`config.mk`:
```
export PLATFORM = sky130hd
export DESIGN_NAME = quoted_string_unescape_scanner_unit
export DESIGN_NICKNAME = d
export VERILOG_FILES = /design/src/rtl/usc_pkg.sv /design/src/rtl/usc_in_reg.sv /design/src/rtl/usc_scan_core.sv /design/src/rtl/usc_out_reg.sv /design/src/rtl/quoted_string_unescape_scanner_unit.sv
export SDC_FILE = /design/constraint.sdc
export NUM_CORES = 1
export LEC_CHECK = 0
export ABC_CLOCK_PERIOD_IN_PS = 3300
export BUFFER_PORTS_ARGS = -buffer_cell sky130_fd_sc_hd__buf_4
export CORE_MARGIN = 4
export CORE_UTILIZATION = 40
export DETAILED_ROUTE_END_ITERATION = 10
export PLACE_DENSITY = 0.62
export SYNTH_ARGS = -nofsm -noshare
export SYNTH_HDL_FRONTEND = slang
export SYNTH_SLANG_ARGS = --single-unit
```
`constraint.sdc`:
```
create_clock -name clock -period 3.3 [get_ports clock]
set_clock_uncertainty 0.15 [all_clocks]
set_input_delay 0.165 -clock clock [delete_from_list [all_inputs] [get_ports clock]]
set_output_delay 0.165 -clock clock [all_outputs]
set_load 0.03 [all_outputs]
```
`src/rtl/usc_pkg.sv`:
```
// Shared types and constants for the quoted string unescape scanner.
// Used by every module of the scanner; depends on nothing.
`timescale 1ns / 1ps
`default_nettype none

package usc_pkg;

   // Token length limit and the saturation cap of the byte counters.
   localparam int MAX_TOKEN_LENGTH = 1024;
   localparam int COUNT_W          = 10;
   localparam int COUNT_CAP_INT    = (MAX_TOKEN_LENGTH - 1) < 1023 ?
                                     (MAX_TOKEN_LENGTH - 1) : 1023;
   localparam logic [COUNT_W-1:0] COUNT_CAP = COUNT_W'(COUNT_CAP_INT);

   // Character codes.
   localparam logic [7:0] CH_NUL       = 8'd0;
   localparam logic [7:0] CH_TAB       = 8'd9;
   localparam logic [7:0] CH_NEWLINE   = 8'd10;
   localparam logic [7:0] CH_CR        = 8'd13;
   localparam logic [7:0] CH_SPACE     = 8'd32;
   localparam logic [7:0] CH_QUOTE     = 8'd34;
   localparam logic [7:0] CH_BACKSLASH = 8'd92;
   localparam logic [7:0] CH_LOWER_N   = 8'd110;
   localparam logic [7:0] CH_LOWER_T   = 8'd116;

   // Octal digit ranges by their upper bits: '0'..'3' and '0'..'7'.
   localparam logic [5:0] OCT_LEAD_HI  = 6'b001100;
   localparam logic [4:0] OCT_DIGIT_HI = 5'b00110;

   // Configuration register indexes.
   localparam logic [1:0] CSR_DELIM_COUNT  = 2'd0;
   localparam logic [1:0] CSR_DELIM_FIRST  = 2'd1;
   localparam logic [1:0] CSR_DELIM_SECOND = 2'd2;

   // Configuration reset values.
   localparam logic [1:0] DELIM_COUNT_RESET  = 2'd1;
   localparam logic [7:0] DELIM_FIRST_RESET  = 8'd35;
   localparam logic [7:0] DELIM_SECOND_RESET = 8'd58;

   // Scan modes, one-hot.
   typedef enum logic [6:0] {
      MODE_START    = 7'b0000001,
      MODE_UNQUOTED = 7'b0000010,
      MODE_QUOTED   = 7'b0000100,
      MODE_ESCAPE   = 7'b0001000,
      MODE_OCT1     = 7'b0010000,
      MODE_OCT2     = 7'b0100000,
      MODE_DONE     = 7'b1000000
   } scan_mode_type;

   // Input word held in the input register.
   typedef struct packed {
      logic       valid;
      logic [7:0] char_in;
   } stage_word_type;

   // One result word.
   typedef struct packed {
      logic [7:0]         out_byte;
      logic               byte_valid;
      logic               finished;
      logic               syntax_error;
      logic [COUNT_W-1:0] decoded_length;
      logic [COUNT_W-1:0] stop_position;
   } rsp_word_type;

   // Saturating increment of a byte counter.
   function automatic logic [COUNT_W-1:0] sat_inc(input logic [COUNT_W-1:0] v);
      sat_inc = (v >= COUNT_CAP) ? COUNT_CAP : v + COUNT_W'(1);
   endfunction

endpackage

`default_nettype wire

```
`src/rtl/usc_in_reg.sv`:
```
// Input register of the scanner: holds one accepted request word.
// Depends on usc_pkg.
`timescale 1ns / 1ps
`default_nettype none

module usc_in_reg
   import usc_pkg::*;
(
   input  wire logic           clock,
   input  wire logic           reset,
   input  wire logic           req_valid,
   output logic                req_stall,
   input  wire logic [7:0]     req_char_in,
   input  wire logic           take,
   input  wire logic           out_ready,
   output stage_word_type      stage
);

   logic       valid_ff;
   logic       valid_in;
   logic [7:0] char_ff;
   logic       accept;

   // The register is free when empty or when its word moves on this cycle.
   assign req_stall = valid_ff && !out_ready;
   assign accept    = req_valid && !req_stall;

   always_comb begin
      valid_in = valid_ff;
      if (accept) begin
         valid_in = 1'b1;
      end else if (take) begin
         valid_in = 1'b0;
      end
   end

   always_ff @(posedge clock) begin
      if (reset) begin
         valid_ff <= 1'b0;
      end else begin
         valid_ff <= valid_in;
      end
   end

   // Payload needs no reset.
   always_ff @(posedge clock) begin
      if (accept) begin
         char_ff <= req_char_in;
      end
   end

   assign stage.valid   = valid_ff;
   assign stage.char_in = char_ff;

endmodule

`default_nettype wire

```
`src/rtl/usc_scan_core.sv`:
```
// Scan state, configuration registers and the per-byte decode logic.
// Depends on usc_pkg.
`timescale 1ns / 1ps
`default_nettype none

module usc_scan_core
   import usc_pkg::*;
(
   input  wire logic           clock,
   input  wire logic           reset,
   input  wire logic           csr_write_enable,
   input  wire logic [1:0]     csr_index,
   input  wire logic [7:0]     csr_write_data,
   input  wire logic           take,
   input  wire stage_word_type stage,
   output rsp_word_type        result
);

   logic [1:0]         delim_count_ff;
   logic [7:0]         delim_first_ff;
   logic [7:0]         delim_second_ff;

   scan_mode_type      mode_ff, mode_in;
   logic [4:0]         partial_ff, partial_in;
   logic [COUNT_W-1:0] count_ff, count_in;
   logic [COUNT_W-1:0] pos_ff, pos_in;
   logic [COUNT_W-1:0] esc_pos_ff, esc_pos_in;

   logic [7:0]         c;
   logic               ends_unquoted;
   logic               is_lead_digit;
   logic               is_oct_digit;
   logic [7:0]         ob;
   logic               valid;
   logic               fin;
   logic               err;
   logic [COUNT_W-1:0] stop;

   // Configuration writes; an index beyond the list is ignored.
   always_ff @(posedge clock) begin
      if (reset) begin
         delim_count_ff  <= DELIM_COUNT_RESET;
         delim_first_ff  <= DELIM_FIRST_RESET;
         delim_second_ff <= DELIM_SECOND_RESET;
      end else if (csr_write_enable) begin
         case (csr_index)
            CSR_DELIM_COUNT:  delim_count_ff  <= csr_write_data[1:0];
            CSR_DELIM_FIRST:  delim_first_ff  <= csr_write_data;
            CSR_DELIM_SECOND: delim_second_ff <= csr_write_data;
            default: ;
         endcase
      end
   end

   // Character classes. A delimiter count of three acts as two.
   assign c             = stage.char_in;
   assign is_lead_digit = (c[7:2] == OCT_LEAD_HI);
   assign is_oct_digit  = (c[7:3] == OCT_DIGIT_HI);
   assign ends_unquoted = (c == CH_SPACE) || (c >= CH_TAB && c <= CH_CR) ||
                          ((delim_count_ff != 2'd0) && (c == delim_first_ff)) ||
                          (delim_count_ff[1] && (c == delim_second_ff));

   // Next state and result for the byte in the input register.
   always_comb begin
      mode_in    = mode_ff;
      partial_in = partial_ff;
      count_in   = count_ff;
      pos_in     = pos_ff;
      esc_pos_in = esc_pos_ff;
      ob         = 8'd0;
      valid      = 1'b0;
      fin        = 1'b0;
      err        = 1'b0;
      stop       = '0;

      if (c == CH_NUL) begin
         // End of string: finish if still scanning, then start over.
         case (mode_ff)
            MODE_START, MODE_UNQUOTED, MODE_QUOTED: begin
               fin  = 1'b1;
               stop = pos_ff;
            end
            MODE_ESCAPE: begin
               fin  = 1'b1;
               err  = 1'b1;
               stop = pos_ff;
            end
            MODE_OCT1, MODE_OCT2: begin
               fin  = 1'b1;
               err  = 1'b1;
               stop = esc_pos_ff;
            end
            default: ;
         endcase
         mode_in    = MODE_START;
         partial_in = '0;
         count_in   = '0;
         pos_in     = '0;
         esc_pos_in = '0;
      end else begin
         case (mode_ff)
            MODE_START: begin
               if (c == CH_QUOTE) begin
                  mode_in = MODE_QUOTED;
               end else if (ends_unquoted) begin
                  fin     = 1'b1;
                  stop    = pos_ff;
                  mode_in = MODE_DONE;
               end else begin
                  valid   = 1'b1;
                  ob      = c;
                  mode_in = MODE_UNQUOTED;
               end
            end
            MODE_UNQUOTED: begin
               if (ends_unquoted) begin
                  fin     = 1'b1;
                  stop    = pos_ff;
                  mode_in = MODE_DONE;
               end else begin
                  valid = 1'b1;
                  ob    = c;
               end
            end
            MODE_QUOTED: begin
               if (c == CH_QUOTE) begin
                  fin     = 1'b1;
                  stop    = sat_inc(pos_ff);
                  mode_in = MODE_DONE;
               end else if (c == CH_BACKSLASH) begin
                  mode_in = MODE_ESCAPE;
               end else if (c == CH_NEWLINE) begin
                  fin     = 1'b1;
                  err     = 1'b1;
                  stop    = pos_ff;
                  mode_in = MODE_DONE;
               end else begin
                  valid = 1'b1;
                  ob    = c;
               end
            end
            MODE_ESCAPE: begin
               if (c == CH_BACKSLASH || c == CH_QUOTE) begin
                  valid   = 1'b1;
                  ob      = c;
                  mode_in = MODE_QUOTED;
               end else if (c == CH_LOWER_N) begin
                  valid   = 1'b1;
                  ob      = CH_NEWLINE;
                  mode_in = MODE_QUOTED;
               end else if (c == CH_LOWER_T) begin
                  valid   = 1'b1;
                  ob      = CH_TAB;
                  mode_in = MODE_QUOTED;
               end else if (is_lead_digit) begin
                  partial_in = {3'd0, c[1:0]};
                  esc_pos_in = pos_ff;
                  mode_in    = MODE_OCT1;
               end else begin
                  fin     = 1'b1;
                  err     = 1'b1;
                  stop    = pos_ff;
                  mode_in = MODE_DONE;
               end
            end
            MODE_OCT1: begin
               if (is_oct_digit) begin
                  partial_in = {partial_ff[1:0], c[2:0]};
                  mode_in    = MODE_OCT2;
               end else begin
                  fin     = 1'b1;
                  err     = 1'b1;
                  stop    = esc_pos_ff;
                  mode_in = MODE_DONE;
               end
            end
            MODE_OCT2: begin
               if (is_oct_digit) begin
                  valid   = 1'b1;
                  ob      = {partial_ff, c[2:0]};
                  mode_in = MODE_QUOTED;
               end else begin
                  fin     = 1'b1;
                  err     = 1'b1;
                  stop    = esc_pos_ff;
                  mode_in = MODE_DONE;
               end
            end
            default: ;
         endcase

         // Counters advance only while the token is still being scanned.
         if (mode_ff != MODE_DONE) begin
            if (valid) begin
               count_in = sat_inc(count_ff);
            end
            pos_in = sat_inc(pos_ff);
         end
      end
   end

   // Scan state moves when the byte leaves the input register.
   always_ff @(posedge clock) begin
      if (reset) begin
         mode_ff    <= MODE_START;
         partial_ff <= '0;
         count_ff   <= '0;
         pos_ff     <= '0;
         esc_pos_ff <= '0;
      end else if (take) begin
         mode_ff    <= mode_in;
         partial_ff <= partial_in;
         count_ff   <= count_in;
         pos_ff     <= pos_in;
         esc_pos_ff <= esc_pos_in;
      end
   end

   // A finishing byte never decodes, so the length is the count so far.
   assign result.out_byte       = ob;
   assign result.byte_valid     = valid;
   assign result.finished       = fin;
   assign result.syntax_error   = err;
   assign result.decoded_length = (fin && !err) ? count_ff : '0;
   assign result.stop_position  = stop;

endmodule

`default_nettype wire

```
`src/rtl/usc_out_reg.sv`:
```
// Result register of the scanner: holds one word until the consumer takes it.
// Depends on usc_pkg.
`timescale 1ns / 1ps
`default_nettype none

module usc_out_reg
   import usc_pkg::*;
(
   input  wire logic           clock,
   input  wire logic           reset,
   input  wire logic           take,
   input  wire rsp_word_type   result,
   output logic                out_ready,
   output logic                rsp_valid,
   input  wire logic           rsp_stall,
   output rsp_word_type        rsp_word
);

   logic         valid_ff;
   logic         valid_in;
   rsp_word_type word_ff;

   // The register can load when empty or when its word leaves this cycle.
   assign out_ready = !valid_ff || !rsp_stall;
   assign valid_in  = out_ready ? take : valid_ff;

   always_ff @(posedge clock) begin
      if (reset) begin
         valid_ff <= 1'b0;
      end else begin
         valid_ff <= valid_in;
      end
   end

   always_ff @(posedge clock) begin
      if (take) begin
         word_ff <= result;
      end
   end

   assign rsp_valid = valid_ff;
   assign rsp_word  = word_ff;

endmodule

`default_nettype wire

```
`src/rtl/quoted_string_unescape_scanner_unit.sv`:
```
// Top level of the quoted string unescape scanner.
// Instantiates usc_in_reg, usc_scan_core and usc_out_reg; depends on usc_pkg.
//
//   Port group  Direction  Handshake            Contents
//   req_*       in         req_valid/req_stall  one raw token byte
//   rsp_*       out        rsp_valid/rsp_stall  decoded byte and finish status
//   csr_*       in         csr_write_enable     delimiter count and bytes
//
// One byte per cycle is sustained while rsp_stall is low; each byte passes from the
// input register into the result register, where rsp_valid marks its result word.
// The scan state updates as a byte moves from the input to the result register.
// A stalled result holds the result register; the input register still takes
// one more byte, after which req_stall is raised until the result is taken.
// Reset is synchronous and restores the start of a token and default delimiters.
`timescale 1ns / 1ps
`default_nettype none

module quoted_string_unescape_scanner_unit
   import usc_pkg::*;
(
   input  wire logic                clock,
   input  wire logic                reset,
   input  wire logic                req_valid,
   output logic                     req_stall,
   input  wire logic [7:0]          req_char_in,
   output logic                     rsp_valid,
   input  wire logic                rsp_stall,
   output logic [7:0]               rsp_out_byte,
   output logic                     rsp_byte_valid,
   output logic                     rsp_finished,
   output logic                     rsp_syntax_error,
   output logic [COUNT_W-1:0]       rsp_decoded_length,
   output logic [COUNT_W-1:0]       rsp_stop_position,
   input  wire logic                csr_write_enable,
   input  wire logic [1:0]          csr_index,
   input  wire logic [7:0]          csr_write_data
);

   stage_word_type stage;
   rsp_word_type   result;
   rsp_word_type   rsp_word;
   logic           out_ready;
   logic           take;

   // A byte moves on when the result register can load.
   assign take = stage.valid && out_ready;

   usc_in_reg u_in_reg (
      .clock       (clock),
      .reset       (reset),
      .req_valid   (req_valid),
      .req_stall   (req_stall),
      .req_char_in (req_char_in),
      .take        (take),
      .out_ready   (out_ready),
      .stage       (stage)
   );

   usc_scan_core u_scan_core (
      .clock            (clock),
      .reset            (reset),
      .csr_write_enable (csr_write_enable),
      .csr_index        (csr_index),
      .csr_write_data   (csr_write_data),
      .take             (take),
      .stage            (stage),
      .result           (result)
   );

   usc_out_reg u_out_reg (
      .clock     (clock),
      .reset     (reset),
      .take      (take),
      .result    (result),
      .out_ready (out_ready),
      .rsp_valid (rsp_valid),
      .rsp_stall (rsp_stall),
      .rsp_word  (rsp_word)
   );

   assign rsp_out_byte       = rsp_word.out_byte;
   assign rsp_byte_valid     = rsp_word.byte_valid;
   assign rsp_finished       = rsp_word.finished;
   assign rsp_syntax_error   = rsp_word.syntax_error;
   assign rsp_decoded_length = rsp_word.decoded_length;
   assign rsp_stop_position  = rsp_word.stop_position;

endmodule

`default_nettype wire

```
# Yosys cells after proc, flatten, opt, wreduce, memory -nomap -nowiden
# Cells that the tools add are included.
# word_totals
input_bits	23
register_bits	101
out_inout_bits	33
elab_cells	178
# classes
addsub	2
muxes	87
n_eq_ne	29
order_cmp	4
reduce_logical	39
# op_table
op	count
$mux W10	24
$mux W7	13
$mux W8	8
$pmux W10 S5	1
$pmux W7 S6	1
$pmux W8 S5	1
$mux W5	6
$mux W1	27
$eq A8 B7 Y1 const B	3
$add A10 B1 Y10 const B	2
$ge A10 B10 Y1 const B	2
$pmux W10 S2	1
$eq A8 B6 Y1 const B	2
$eq A8 B8 Y1	2
$reduce_bool A2 Y1	6
$pmux W1 S5	2
$pmux W5 S2	1
$ne A3 B1 Y1 const B	3
$ne A3 B2 Y1 const B	3
$eq A8 B4 Y1 const B	1
$ge A8 B4 Y1 const B	1
$le A8 B4 Y1 const B	1
$logic_not A8 Y1	1
$reduce_and A2 Y1	4
other kinds (29)	45

# Depth between registers and ports, before layout
# Gate-level depths: netlist of run 1.
# logic_depth
ltp_word	12
mapped_depth	9
mapped_depth_nobuf	8

# By module
# A second synthesis of run 1 with hierarchy kept.
# unflattened
cells_unflattened	571
area_unflattened_um2	5208.7
# by_module_without_submodules
module	seq_area_each_um2	area_each_um2	instances	cells_each
usc_scan_core	1201.2	3923.8	1	520
usc_out_reg	950.9	963.4	1	35
usc_in_reg	260.2	315.3	1	15
quoted_string_unescape_scanner_unit	0.0	6.3	1	1

# Worst setup path before layout of run 1
# No wires, ideal clock.
# synth_path
path_type	reg-to-reg
from	register u_in_reg.char_ff[6]
to	register u_out_reg.word_ff (netlist bit u_out_reg.rsp_word[23]) (data pin)
path_buffers	1
arrival_ns	2.493
t_required_ns	2.893
period_less_slack_ns	2.900
setup_time_ns	0.257
stages_incl_launch_ff	9
path_slack_ns	0.400
path_cell_list	edfxtp_1 -> buf_6 -> or4b_4 -> or4_4 -> a31oi_4 -> nor3_2 -> a21oi_2 -> or3b_1 -> a32o_1
# synth_between
elab_chain_len	8
word_cells_on_any_way	29
classes_between	order compare (2); eq/ne (9); mux (10); reduce/logical (8)
# synth_rtl
item	line	source
start: declaration	usc_in_reg.sv:21	logic [7:0] char_ff;
start signal: assignment	usc_in_reg.sv:48	char_ff <= req_char_in;
$ge A8 B4 Y1 or $le A8 B4 Y1 (tied branches)	usc_scan_core.sv:59	assign ends_unquoted = (c == CH_SPACE) || (c >= CH_TAB && c <= CH_CR) ||
$logic_and A1 B1 Y1	usc_scan_core.sv:59	
$logic_or A1 B1 Y1 (2 in series)	usc_scan_core.sv:59	
$logic_or A1 B1 Y1	usc_scan_core.sv:60	((delim_count_ff != 2'd0) && (c == delim_first_ff)) ||
$mux W8	usc_scan_core.sv:105, usc_scan_core.sv:116	
$mux W8	usc_scan_core.sv:103	if (c == CH_QUOTE) begin
$pmux W8 S5	usc_scan_core.sv:101	case (mode_ff)
end signal: assignment	usc_out_reg.sv:37	word_ff <= result;
end: declaration	usc_out_reg.sv:21	rsp_word_type word_ff;
# Several ways; a longest one is shown, not always the timed one.
# A chain may end at the register's enable or synchronous reset.

# Worst setup path after layout of run 1
# layout_path
from	register u_in_reg.char_ff[7]
to	register u_out_reg.word_ff (netlist bit u_out_reg.rsp_word[23]) (data pin)
# The elaborated chain is that of the path after synthesis.

==> metrics.log, run 1 <==
INFO  metric gp_congestion = 0.947
INFO  metric layout_cell_share_with_drive_strength_beyond_1 = ~18%
INFO  metric path_max_fanout = 9
INFO  metric io-pin-count = 56
INFO  metric clkLatencyLatePin = 0.36 ns
INFO  metric layout_common_cells = 80 x buf_4, 62 x dfxtp_1, 57 x nor2_1
INFO  metric core_box_area = about 13000 um2
INFO  metric drt-initial-drc-count = 590
INFO  metric postSynthNetCount = roughly 600
INFO  metric nFillCells = about 1200
INFO  metric vias = 4791
INFO  metric postCtsHoldBufs = 18
INFO  metric synthesis.yosys.warnings = 0
INFO  metric synthDominantCellAreaShare = 23.4%
INFO  metric dr.pass1.iters = 6
INFO  metric synth-async-reset-ratio = 0%
INFO  metric ir_drop_worst_case_vdd = between 0.0003 and 0.0004 V
INFO  metric postCtsSetupBuffers = 0
INFO  metric setup-violations-final = 0
INFO  metric antenna_found_initial = 0
INFO  metric netlist_top_cells_area = dfxtp_1 23%, edfxtp_1 22%, o21ai_0 4.7%
INFO  metric rows = 41
INFO  metric root_buffer = clkbuf_16
INFO  metric critical_path.n_buffers_inverters = 0
INFO  metric unrepaired_setup_endpoints_after_global_routing = false
INFO  metric wl = around 13000 um
INFO  metric syn2layout_area_growth = 21.3%
INFO  metric power_density = 432 nW/um2
INFO  metric sequential_share_of_the_synthesized_area = about 45%
INFO  metric fp.dieArea = ~15000 um2
INFO  metric worst_endpoint_data_arrival_time = approximately 3.0 ns
INFO  metric route.antenna.remaining_nets = 0
INFO  metric final_util = between 50% and 60%
INFO  metric crit_required = 3.26 ns
INFO  metric ys_ff_latch = 101
INFO  metric initial_core_util = 41.4%
INFO  metric tritoncts = yes
INFO  metric layoutNonFillerInstCount = about 840
INFO  metric worstSetupEndpointType = flip-flop
INFO  metric cp_cell_sequence = or4b_4 -> or4_4 -> a31oi_4 -> nor3_2 -> a21oi_2 -> or3b_1 -> a32o_1
INFO  metric hold_violations = 0
INFO  metric layout.cells.most_common = buf_4
INFO  metric timing.setup.critical_path_class = reg -> reg
INFO  metric pnr_worst_setup_slack = approximately 0.25 ns
INFO  metric intPower = 2070 uW
INFO  metric cpLargestDelayFamily = simple AND/OR/NAND/NOR gates
INFO  metric grt_pass1_vias = about 4300
INFO  metric setup.worst_path.start_class = flip-flop
INFO  metric synth_area = 5310 um2
INFO  metric place_worst_setup_slack = 0.280 ns
INFO  metric slew_violations = 0
INFO  metric die_x = 123 um
INFO  metric grt_first_pass_wirelength = 21600 um
INFO  metric groute.usage.overall = roughly 18%
INFO  metric clkSlewWorstSetupHoldPaths = 0.07 ns
INFO  metric finalSetupTns = 0 ns
INFO  metric postSynthAreaPerCell = 9.12 um2
INFO  metric worst_hold_path_type = in -> reg
INFO  metric status = finished clean
INFO  metric dp_cells = around 800
INFO  metric edff_count_synth = 39
INFO  metric post-route-min-period = 3.05 ns
INFO  metric postSynth.topFlopCell = dfxtp_1
INFO  metric nNetsFinal = 683
INFO  metric max_cap_viol_count = 0
INFO  metric power_leakage = 0.00232 uW
INFO  metric worst-slew-pin-transition = 0.699 ns
INFO  metric overflow = 0
INFO  metric synthCells = 582
INFO  metric wire_per_inst = 15.9 um
INFO  metric maximum_operating_frequency = 328 MHz
INFO  metric buffer_ports.inserted = between 50 and 60
INFO  metric die_height = 123 um
INFO  metric critPathMaxStageDelay = approximately 0.61 ns
INFO  metric clock_power_share = around two fifths
INFO  metric dp.final_hpwl = 9370 um
INFO  metric critical_path.slowest_cell = or4b_4
INFO  metric power.share.switching = ~26%
INFO  metric cts_sinks = 101
INFO  metric post_cts_resize_count = 0
INFO  metric via_per_inst = about 5.7
INFO  metric cts.htree.levels = 3
INFO  metric pin_count_of_the_biggest_net_entering_global_routing = 75
INFO  metric combPwrFrac = 12.8%
INFO  metric cts-buffers-inserted = 9
INFO  metric ctsLongestPathBuffers = 2
INFO  metric num_antenna_cells = 0
INFO  metric p_switching = roughly 710 uW
INFO  metric timing.max_slew.rel_slack = 53.4%
INFO  metric detail_route.drc_violations = 0
INFO  metric final.period_utilization = 92.4%
INFO  metric yosys.area.top_type = dfxtp_1
INFO  metric synth_cell_type_count = 75
INFO  metric sequentialPowerShare = between 40% and 50%
-- path summary, 6_finish.rpt --
path | from | to | slack [ns] | cells past startpoint
min reg2reg | u_scan_core.delim_first_ff[4] | u_scan_core.delim_first_ff[4] | 0.32 | 2
min | csr_index[1] | u_scan_core.delim_first_ff[6] | 0.05 | 4
max reg2reg | u_in_reg.char_ff[7] | u_out_reg.rsp_word[23] | 0.25 | 7
max | u_in_reg.char_ff[7] | u_out_reg.rsp_word[23] | 0.25 | 7
-- cell type report --
cell class	count	area (um2)	area share (%)
Tap cell	172	215	3.35
Clock inverter	5	40.0	0.622
Multi-Input combinational cell	432	2660	41.4
Clock buffer	11	264	4.10
Sequential cell	101	2410	37.5
Timing Repair Buffer	98	781	12.1
Inverter	16	60.1	0.934
-- cell families after synthesis --
logic type / count (synthesis) / synth area share [%]
AO/OA/AOI/OAI: 157 / 19.9
XOR/XNOR: 20 / 3.30
adder cells (fa/ha/maj): 2 / 0.472
buffers and inverters: 49 / 4.39
flip-flops: 101 / 45.5
multiplexers: 8 / 1.51
AND/OR/NAND/NOR: 245 / 24.9
-- power by group through the flow --
stage	combinational [uW]	clock (uW)	sequential, uW
global route	387	1130	1370
finish	355	1060	1360
detailed placement	337	0	1390
global placement	333	0	1390
CTS	354	1090	1370
floorplan	194	0	1430
-- cells in the mapped netlist (all sizes together) (5+ instances only) --
cell type / instances
o21ai: 51
a221oi: 10
nand4b: 12
nor3: 13
a31oi: 5
clkbuf: 19
nor2: 57
mux2i: 8
nor4: 7
dfxtp: 62
a22oi: 9
nand3: 24
nor2b: 5
nand2b: 16
nand2: 52
xnor2: 18
a211o: 7
edfxtp: 39
buf: 14
and3: 10
and2: 16
inv: 15
a21oi: 36
-- worst reg2reg max path: stages, from the launching register on --
cell and delay, ns:
edfxtp_1 0.53, or4b_4 0.61, or4_4 0.44, a31oi_4 0.20
nor3_2 0.10, a21oi_2 0.20, or3b_1 0.37, a32o_1 0.21
-- flip-flops by register name, indices dropped and copies added, names as in the netlist --
name	flops
u_out_reg.rsp_word	31
u_scan_core.count_ff	10
u_scan_core.esc_pos_ff	10
u_scan_core.pos_ff	10
u_in_reg.char_ff	8
u_scan_core.delim_first_ff	8
u_scan_core.delim_second_ff	8
u_scan_core.mode_ff	7
u_scan_core.partial_ff	5
u_scan_core.delim_count_ff	2
u_in_reg.valid_ff	1
u_out_reg.rsp_valid	1
-- metal layers --
| metal | wire (um) | global-route usage (%) | part of all wire (%) | vias to the layer above |
|---|---|---|---|---|
| li1 | - | - | - | 2299 |
| met1 | 5970 | 24.6 | 45 | 2278 |
| met2 | 6090 | 28.1 | 46 | 185 |
| met3 | 871 | 3.25 | 6.6 | 29 |
| met4 | 339 | 7.89 | 2.6 | 0 |
| met5 | 0 | 0 | 0 | - |
-- per-stage QoR --
stage                     total power (uW)  hold slack (ns)  area (um2)
after floorplan                       1620            0.114        5310
after global placement                1720            0.194        5950
after detailed placement              1730            0.194        5950
final                                 2780           0.0524        6430
after global routing                  2890           0.0779        6430
after CTS                             2810           0.0531        6430
Power figures use the tool's default switching activity.
==> inputs of run 2 (changes only) <==
--- a/config.mk
+++ b/config.mk
@@ -13,4 +13,5 @@
 export PLACE_DENSITY = 0.62
 export SYNTH_ARGS = -nofsm -noshare
 export SYNTH_HDL_FRONTEND = slang
+export SYNTH_HIERARCHICAL = 1
 export SYNTH_SLANG_ARGS = --single-unit
==> run 2 against run 1 <==
Effect of this change: synthesized cell count fell by 1.9%; sequential power rose by 3%; via count shrank 6.8%; register-to-register slack improved by 0.06 ns; fmax up 1.9%; non-clock buffer count decreased by 14; critical path depth unchanged; combinational power up 19%.
==> metrics.log, run 2 <==
INFO  metric detail_route.drc_violations = 0 (unchanged)
INFO  metric final_util = 48.7% (was 50.2%)
INFO  metric dr.pass1.iters = 8 (was 6)
INFO  metric synth_area = 5210 um2 (was 5310 um2)
INFO  metric buffer_ports.inserted = 55 (unchanged)
INFO  metric ctsLongestPathBuffers = 2 (unchanged)
INFO  metric finalSetupTns = 0 ns (unchanged)
INFO  metric layoutNonFillerInstCount = 805 (was 835)
INFO  metric grt_first_pass_wirelength = 20800 um (was 21600 um)
INFO  metric ys_ff_latch = 101 (unchanged)
INFO  metric cts_sinks = 101 (unchanged)
INFO  metric root_buffer = clkbuf_16 (unchanged)
INFO  metric synthesis.yosys.warnings = 6 (was 0)
INFO  metric num_antenna_cells = 0 (unchanged)
INFO  metric antenna_found_initial = 0 (unchanged)
INFO  metric layout_common_cells = 67 x buf_4, 62 x dfxtp_1, 56 x nor2_1 (was 80 x buf_4, 62 x dfxtp_1, 57 x nor2_1)
INFO  metric drt-initial-drc-count = 370 (was 590)
INFO  metric synth_commonest_cells = 62 x dfxtp_1, 56 x nor2_1, 51 x nand2_1 (was 62 x dfxtp_1, 57 x nor2_1, 52 x nand2_1)
INFO  metric maximum_operating_frequency = 334 MHz (was 328 MHz)
INFO  metric fp.dieArea = 14900 um2 (was 15200 um2)
INFO  metric synthCells = 571 (was 582)
INFO  metric critical_path.slowest_cell = edfxtp_1 (was or4b_4)
INFO  metric timing.max_slew.rel_slack = 44.7% (was 53.4%)
INFO  metric via_per_inst = 5.55 (was 5.74)
INFO  metric edff_count_synth = 39 (unchanged)
INFO  metric cts.htree.levels = 3 (unchanged)
INFO  metric max_cap_viol_count = 0 (unchanged)
INFO  metric slew_violations = 0 (unchanged)
INFO  metric power_leakage = 0.00230 uW (was 0.00232 uW)
INFO  metric power_density = 475 nW/um2 (was 432 nW/um2)
INFO  metric unrepaired_setup_endpoints_after_global_routing = false (unchanged)
INFO  metric sequential_share_of_the_synthesized_area = 46.3% (was 45.5%)
INFO  metric grt_pass1_vias = 4220 (was 4312)
INFO  metric post-route-min-period = 2.99 ns (was 3.05 ns)
INFO  metric layout.cells.most_common = buf_4 (unchanged)
INFO  metric worst_endpoint_data_arrival_time = 3.13 ns (was 3.01 ns)
INFO  metric worst_hold_path_type = in -> reg (unchanged)
INFO  metric synth_cell_type_count = 70 (was 75)
INFO  metric dp.final_hpwl = 8440 um (was 9370 um)
INFO  metric crit_required = 3.44 ns (was 3.26 ns)
INFO  metric die_height = 122 um (was 123 um)
INFO  metric netlist_top_cells_area = dfxtp_1 24%, edfxtp_1 22%, a21oi_1 4.3% (was dfxtp_1 23%, edfxtp_1 22%, o21ai_0 4.7%)
INFO  metric overflow = 0 (unchanged)
INFO  metric synth-async-reset-ratio = 0% (unchanged)
INFO  metric regToRegStartpoint = u_in_reg/char_ff[1] (was u_in_reg.char_ff[7])
INFO  metric critical_path.n_buffers_inverters = 0 (unchanged)
INFO  metric worst-slew-pin-transition = 0.825 ns (was 0.699 ns)
INFO  metric final.period_utilization = 90.7% (was 92.4%)
INFO  metric postSynth.topFlopCell = dfxtp_1 (unchanged)
INFO  metric postCtsSetupBuffers = 0 (unchanged)
INFO  metric wire_per_inst = 15.6 um (was 15.9 um)
INFO  metric worstSetupEndpointType = flip-flop (unchanged)
INFO  metric yosys.area.top_type = dfxtp_1 (unchanged)
INFO  metric vias = 4464 (was 4791)
INFO  metric groute.usage.overall = 17.6% (was 18.0%)
INFO  metric clkSlewWorstSetupHoldPaths = 0.06 ns (was 0.07 ns)
INFO  metric dpl-instance-area = 5680 um2 (was 5950 um2)
INFO  metric route.antenna.remaining_nets = 0 (unchanged)
INFO  metric rows = 41 (unchanged)
INFO  metric dp_cells = 772 (was 801)
INFO  metric final_cell_area = 6180 um2 (was 6430 um2)
INFO  metric cp_cell_sequence = or3_4 -> or3_1 -> a22o_1 -> a211oi_2 -> a31o_1 -> a22oi_1 -> nor2_1 (was or4b_4 -> or4_4 -> a31oi_4 -> nor3_2 -> a21oi_2 -> or3b_1 -> a32o_1)
INFO  metric clkLatencyLatePin = 0.36 ns (about the same)
INFO  metric ir_drop_worst_case_vdd = 0.000252 V (was 0.000369 V)
INFO  metric postSynthAreaPerCell = 9.12 um2 (about the same)
INFO  metric setup-violations-final = 0 (unchanged)
INFO  metric tritoncts = yes (unchanged)
INFO  metric wl = 12600 um (was 13300 um)
INFO  metric timing.setup.critical_path_class = reg -> reg (unchanged)
INFO  metric core_box_area = 12700 um2 (was 12800 um2)
INFO  metric status = finished clean (unchanged)
INFO  metric pin_count_of_the_biggest_net_entering_global_routing = 65 (was 75)
INFO  metric hold-path-cell-count = 3 (was 4)
INFO  metric reg2reg_slack = 0.31 ns (was 0.25 ns)
INFO  metric worstHoldStart = req_valid (was csr_index[1])
INFO  metric syn2layout_area_growth = 18.6% (was 21.3%)
INFO  metric layout_cell_share_with_drive_strength_beyond_1 = 16.0% (was 18.1%)
INFO  metric place_worst_setup_slack = 0.276 ns (was 0.280 ns)
INFO  metric hold_path_sink = u_in_reg/valid_ff (was u_scan_core.delim_first_ff[6])
INFO  metric die_x = 122 um (was 123 um)
INFO  metric r2r_end = u_scan_core/count_ff[1] (was u_out_reg.rsp_word[23])
INFO  metric gp_congestion = 0.899 (was 0.947)
INFO  metric worst_r2r_path_depth = 7 (unchanged)
INFO  metric yosys.cell_count.top_type = dfxtp_1 (unchanged)
INFO  metric synthDominantCellAreaShare = 23.8% (was 23.4%)
INFO  metric cpLargestDelayFamily = compound AO/OA/AOI/OAI gates (was simple AND/OR/NAND/NOR gates)
INFO  metric path_max_fanout = 13 (was 9)
INFO  metric largest_reg_flops = 31 (unchanged)
INFO  metric pnr_worst_setup_slack = 0.306 ns (was 0.249 ns)
INFO  metric setup.worst_path.start_class = flip-flop (unchanged)
INFO  metric critPathMaxStageDelay = 0.57 ns (was 0.61 ns)
INFO  metric hold_violations = 0 (unchanged)
INFO  metric io-pin-count = 56 (unchanged)
INFO  metric initial_core_util = 41.1% (was 41.4%)
INFO  metric nNetsFinal = 653 (was 683)
INFO  metric cts-buffers-inserted = 9 (unchanged)
INFO  metric postSynthNetCount = 596 (was 607)
-- run 2: final cells by class --
class,instances,area [um2]
inverters,16,60.1
flip-flops and latches,101,2410
multi-input cells,416,2490
fillers,1157,6490
clock inverters,5,56.3
repair buffers,84,673
well taps,172,215
clock buffers,11,264
-- run 2: how the worst max path moves through the flow --
stage	from	slack, ns	depth (start not counted)	to
after floorplan	u_out_reg/rsp_valid	0.45	7	u_scan_core/count_ff[7]
after global placement	u_in_reg/char_ff[1]	0.37	7	u_scan_core/count_ff[2]
after detailed placement	u_in_reg/char_ff[1]	0.28	7	u_scan_core/count_ff[4]
after CTS	u_in_reg/char_ff[1]	0.25	7	u_scan_core/count_ff[2]
after global routing	u_in_reg/char_ff[1]	0.16	6	u_out_reg/rsp_word[29]
final	u_in_reg/char_ff[1]	0.31	7	u_scan_core/count_ff[1]
-- run 2: cell families (layout without fill, tap and decap cells) --
| group | Yosys count | after routing | share of synthesized area (%) |
|---|---|---|---|
| buf+inv | 54 | 116 | 5.89 |
| flops | 101 | 101 | 46.3 |
| mux | 12 | 12 | 2.31 |
| xor+xnor | 18 | 18 | 3.03 |
| fa+ha+maj | 2 | 2 | 0.480 |
| simple gates | 232 | 232 | 22.8 |
| compound gates | 152 | 152 | 19.2 |
-- run 2: where the power goes --
group / internal, uW / switching (uW) / total (uW)
combinational: 166 / 256 / 422
clock: 651 / 458 / 1110
sequential: 1360 / 41.1 / 1400
total: 2180 / 756 / 2930
-- run 2: what timing repair did --
| action | CTS | global route |
|---|---|---|
| setup endpoints to repair | 0 | 7 |
| hold endpoints to repair | 24 | 0 |
| resized for setup | 0 | 1 |
| hold buffers | 17 | 0 |
-- run 2: through the flow --
stage / hold slack, ns / power (uW)
after floorplan: 0.0874 / 1720
after detailed placement: 0.196 / 1830
final: 0.0271 / 2930
after global placement: 0.196 / 1820
after CTS: 0.0127 / 2970
after global routing: 0.0297 / 3060
-- run 2: metal layers --
metal  vias to the layer above  track usage, %  share of wire, %
li1                       2192               -                 -
met1                      2112            23.7                48
met2                       139            27.2                45
met3                        21            2.97               5.2
met4                         0            8.82               1.8
met5                         -               0                 0
-- run 2: worst reg2reg max path, cell delays in order, from the launching register on --
cell and delay [ns]:
edfxtp_1 0.57, or3_4 0.45, or3_1 0.43, a22o_1 0.23
a211oi_2 0.42, a31o_1 0.42, a22oi_1 0.15, nor2_1 0.12
==> inputs of run 3 (changes only) <==
--- a/config.mk
+++ b/config.mk
@@ -5,12 +5,14 @@
 export SDC_FILE = /design/constraint.sdc
 export NUM_CORES = 1
 export LEC_CHECK = 0
+export ABC_AREA = 1
 export ABC_CLOCK_PERIOD_IN_PS = 3300
 export BUFFER_PORTS_ARGS = -buffer_cell sky130_fd_sc_hd__buf_4
 export CORE_MARGIN = 4
 export CORE_UTILIZATION = 40
 export DETAILED_ROUTE_END_ITERATION = 10
 export PLACE_DENSITY = 0.62
+export SKIP_LAST_GASP = 1
 export SYNTH_ARGS = -nofsm -noshare
 export SYNTH_HDL_FRONTEND = slang
 export SYNTH_HIERARCHICAL = 1
==> run 3 against run 2 <==
Effect of this change: count of clock-buffer cells in the layout decreased by 1; sequential share of layout area decreased by 1.9 points; critical path type unchanged; via count increased by 14%; fmax increased by 8.3%; cell count increased by 22%; register-to-register slack improved by 0.23 ns; first-iteration DRC count increased by 7.6%; largest power group unchanged; synthesized cell count increased by 28%; power increased by 31%; die area increased by 4.2%; clock power decreased by 5%; routed wire length increased by 12%.
==> metrics.log, run 3 <==
INFO  metric hold_violations = 0 (unchanged)
INFO  metric initial_core_util = 40.9% (was 41.1%)
INFO  metric nNetsFinal = 823 (was 653)
INFO  metric pin_count_of_the_biggest_net_entering_global_routing = 37 (was 65)
INFO  metric gp_congestion = 0.903 (was 0.899)
INFO  metric antenna_found_initial = 0 (unchanged)
INFO  metric core_box_area = 13300 um2 (was 12700 um2)
INFO  metric grt_first_pass_wirelength = 23400 um (was 20800 um)
INFO  metric route.antenna.remaining_nets = 0 (unchanged)
INFO  metric synthCells = 729 (was 571)
INFO  metric netlist_top_cells_area = dfxtp_1 23%, edfxtp_1 22%, nand2_1 11% (was dfxtp_1 24%, edfxtp_1 22%, a21oi_1 4.3%)
INFO  metric yosys.cell_count.top_type = nand2_1 (was dfxtp_1)
INFO  metric power_density = 593 nW/um2 (was 475 nW/um2)
INFO  metric layoutNonFillerInstCount = 979 (was 805)
INFO  metric critical_path.startpoint = u_in_reg/char_ff[7] (was u_in_reg/char_ff[1])
INFO  metric grt_pass1_vias = 4818 (was 4220)
INFO  metric postSynthNetCount = 754 (was 596)
INFO  metric synth_area = 5440 um2 (was 5210 um2)
INFO  metric worstHoldStart = csr_index[0] (was req_valid)
INFO  metric synth_simple_gate_area_share = 31.2% (was 22.8%)
INFO  metric slew_violations = 0 (unchanged)
INFO  metric overflow = 0 (unchanged)
INFO  metric fp.dieArea = 15500 um2 (was 14900 um2)
INFO  metric synth_cell_type_count = 44 (was 70)
INFO  metric edff_count_synth = 39 (unchanged)
INFO  metric layout_common_cells = 161 x nand2_1, 84 x inv_1, 80 x nor2_1 (was 67 x buf_4, 62 x dfxtp_1, 56 x nor2_1)
INFO  metric worst_r2r_path_depth = 10 (was 7)
INFO  metric synth_compound_area_share = 14.0% (was 19.2%)
INFO  metric postSynthAreaPerCell = 7.47 um2 (was 9.12 um2)
INFO  metric synth-xor-area-share = 1.13% (was 3.03%)
INFO  metric dp.final_hpwl = 10300 um (was 8440 um)
INFO  metric final_util = 48.9% (was 48.7%)
INFO  metric worstSetupEndpointType = flip-flop (unchanged)
INFO  metric sequential_cell_area = 2410 um2 (unchanged)
INFO  metric root_buffer = clkbuf_16 (unchanged)
INFO  metric tritoncts = yes (unchanged)
INFO  metric layout.cells.most_common = nand2_1 (was buf_4)
INFO  metric dp_cells = 943 (was 772)
INFO  metric maximum_operating_frequency = 362 MHz (was 334 MHz)
INFO  metric largest_family_of_logic_cells_by_synthesized_area = simple AND/OR/NAND/NOR gates (unchanged)
INFO  metric cts_sinks = 101 (unchanged)
INFO  metric clkSlewWorstSetupHoldPaths = 0.07 ns (was 0.06 ns)
INFO  metric drt-initial-drc-count = 398 (was 370)
INFO  metric synthMuxAreaShare = 0% (was 2.31%)
INFO  metric hold-path-cell-count = 5 (was 3)
INFO  metric fin_worst_hold_slack = 0.0384 ns (was 0.0271 ns)
INFO  metric regToRegStartpoint = u_in_reg/char_ff[7] (was u_in_reg/char_ff[1])
INFO  metric postSynth.topFlopCell = dfxtp_1 (unchanged)
INFO  metric crit_required = 3.44 ns (about the same)
INFO  metric sequential_share_of_the_synthesized_area = 44.3% (was 46.3%)
INFO  metric cts.htree.levels = 3 (unchanged)
INFO  metric setup.worst_path.start_class = flip-flop (unchanged)
INFO  metric io-pin-count = 56 (unchanged)
INFO  metric nFillCells = 1293 (was 1157)
INFO  metric synth-async-reset-ratio = 0% (unchanged)
INFO  metric synthAdderAreaFrac = 0.460% (was 0.480%)
INFO  metric power_leakage = 0.00272 uW (was 0.00230 uW)
INFO  metric clkLatencyLatePin = 0.35 ns (was 0.36 ns)
INFO  metric layout_cell_share_with_drive_strength_beyond_1 = 16.3% (was 16.0%)
INFO  metric dpl-instance-area = 6010 um2 (was 5680 um2)
INFO  metric worst_endpoint_data_arrival_time = 2.90 ns (was 3.13 ns)
INFO  metric wire_per_inst = 14.4 um (was 15.6 um)
INFO  metric rows = 42 (was 41)
INFO  metric via_per_inst = 5.21 (was 5.55)
INFO  metric die_height = 125 um (was 122 um)
INFO  metric area_of_the_multi_input_gates = 2550 um2 (was 2490 um2)
INFO  metric final.period_utilization = 83.8% (was 90.7%)
INFO  metric buffer_ports.inserted = 55 (unchanged)
INFO  metric postCtsSetupBuffers = 0 (unchanged)
INFO  metric worst-slew-pin-transition = 0.808 ns (was 0.825 ns)
INFO  metric ys_ff_latch = 101 (unchanged)
INFO  metric path_max_fanout = 23 (was 13)
INFO  metric max_cap_viol_count = 0 (unchanged)
INFO  metric synth_commonest_cells = 161 x nand2_1, 85 x inv_1, 80 x nor2_1 (was 62 x dfxtp_1, 56 x nor2_1, 51 x nand2_1)
INFO  metric groute.usage.overall = 18.2% (was 17.6%)
INFO  metric final_cell_area = 6500 um2 (was 6180 um2)
INFO  metric ctsLongestPathBuffers = 2 (unchanged)
INFO  metric synthDominantCellAreaShare = 22.8% (was 23.8%)
INFO  metric status = finished clean (unchanged)
INFO  metric timing.setup.critical_path_class = reg -> reg (unchanged)
INFO  metric dr.pass1.iters = 5 (was 8)
INFO  metric die_x = 125 um (was 122 um)
INFO  metric setup-violations-final = 0 (unchanged)
INFO  metric largest_reg_flops = 31 (unchanged)
INFO  metric vias = 5102 (was 4464)
INFO  metric timing.max_slew.rel_slack = 46.1% (was 44.7%)
INFO  metric syn2layout_area_growth = 19.4% (was 18.6%)
INFO  metric cts-buffers-inserted = 9 (unchanged)
INFO  metric worst_hold_path_type = in -> reg (unchanged)
INFO  metric num_antenna_cells = 0 (unchanged)
INFO  metric synthesis.yosys.warnings = 6 (unchanged)
INFO  metric detail_route.drc_violations = 0 (unchanged)
INFO  metric ir_drop_worst_case_vdd = 0.000298 V (was 0.000252 V)
INFO  metric unrepaired_setup_endpoints_after_global_routing = false (unchanged)
INFO  metric post-route-min-period = 2.76 ns (was 2.99 ns)
INFO  metric yosys.area.top_type = dfxtp_1 (unchanged)
INFO  metric wl = 14100 um (was 12600 um)
INFO  metric finalSetupTns = 0 ns (unchanged)
[run 3: per-stage QoR]
step                      worst slack, ns  total power (uW)
after CTS                           0.568              3880
after detailed placement            0.584              2800
after global routing                0.280              4080
after floorplan                     0.783              2470
final                               0.536              3850
after global placement              0.704              2790
[run 3: power by group]
| part | leakage (uW) | internal [uW] | switching [uW] | total (uW) |
|---|---|---|---|---|
| sequential | 0.000886 | 1450 | 90.7 | 1540 |
| combinational | 0.00168 | 382 | 876 | 1260 |
| clock | 0.000147 | 588 | 463 | 1050 |
| total | 0.00272 | 2420 | 1430 | 3850 |
[run 3: layout make-up]
cell class / instances / area share, %
Clock inverter: 6 / 0.963
Inverter: 99 / 5.76
Multi-Input combinational cell: 507 / 39.2
Sequential cell: 101 / 37.1
Tap cell: 176 / 3.39
Timing Repair Buffer: 80 / 10.0
Clock buffer: 10 / 3.52
[run 3: worst max-delay path, cell delays in order, from the launching register on]
cell and delay [ns]:
edfxtp_1 0.49, nor2_4 0.21, nand3_1 0.12, inv_1 0.10, nand3_2 0.39, inv_4 0.29
o21ai_2 0.06, buf_4 0.18, nor2_4 0.37, nand3_1 0.15, a21oi_1 0.17
[run 3: final timing paths]
path,to,slack (ns)
worst max register to register,u_scan_core/count_ff[3],0.54
worst min-delay path,u_scan_core/delim_count_ff[1],0.04
worst max-delay path,u_scan_core/count_ff[3],0.54
worst min register to register,u_scan_core/esc_pos_ff[3],0.32
[run 3: repair_timing]
item	in CTS	in global routing
gates resized for setup	0	0
hold endpoints to repair	28	0
hold buffers	20	0
[run 3: cell families after synthesis]
group	count (synthesis)
buffers and inverters	121
flip-flops	101
XOR/XNOR	7
adder cells (fa/ha/maj)	2
AO/OA/AOI/OAI	136
AND/OR/NAND/NOR	362
[run 3: metal layers]
layer  vias up  part of all wire (%)  GRT usage, %
li1       2551                     -             -
met1      2376                    46          24.4
met2       156                    47          29.4
met3        19                   5.8          3.64
met4         0                   1.7          6.32
met5         -                     0             0
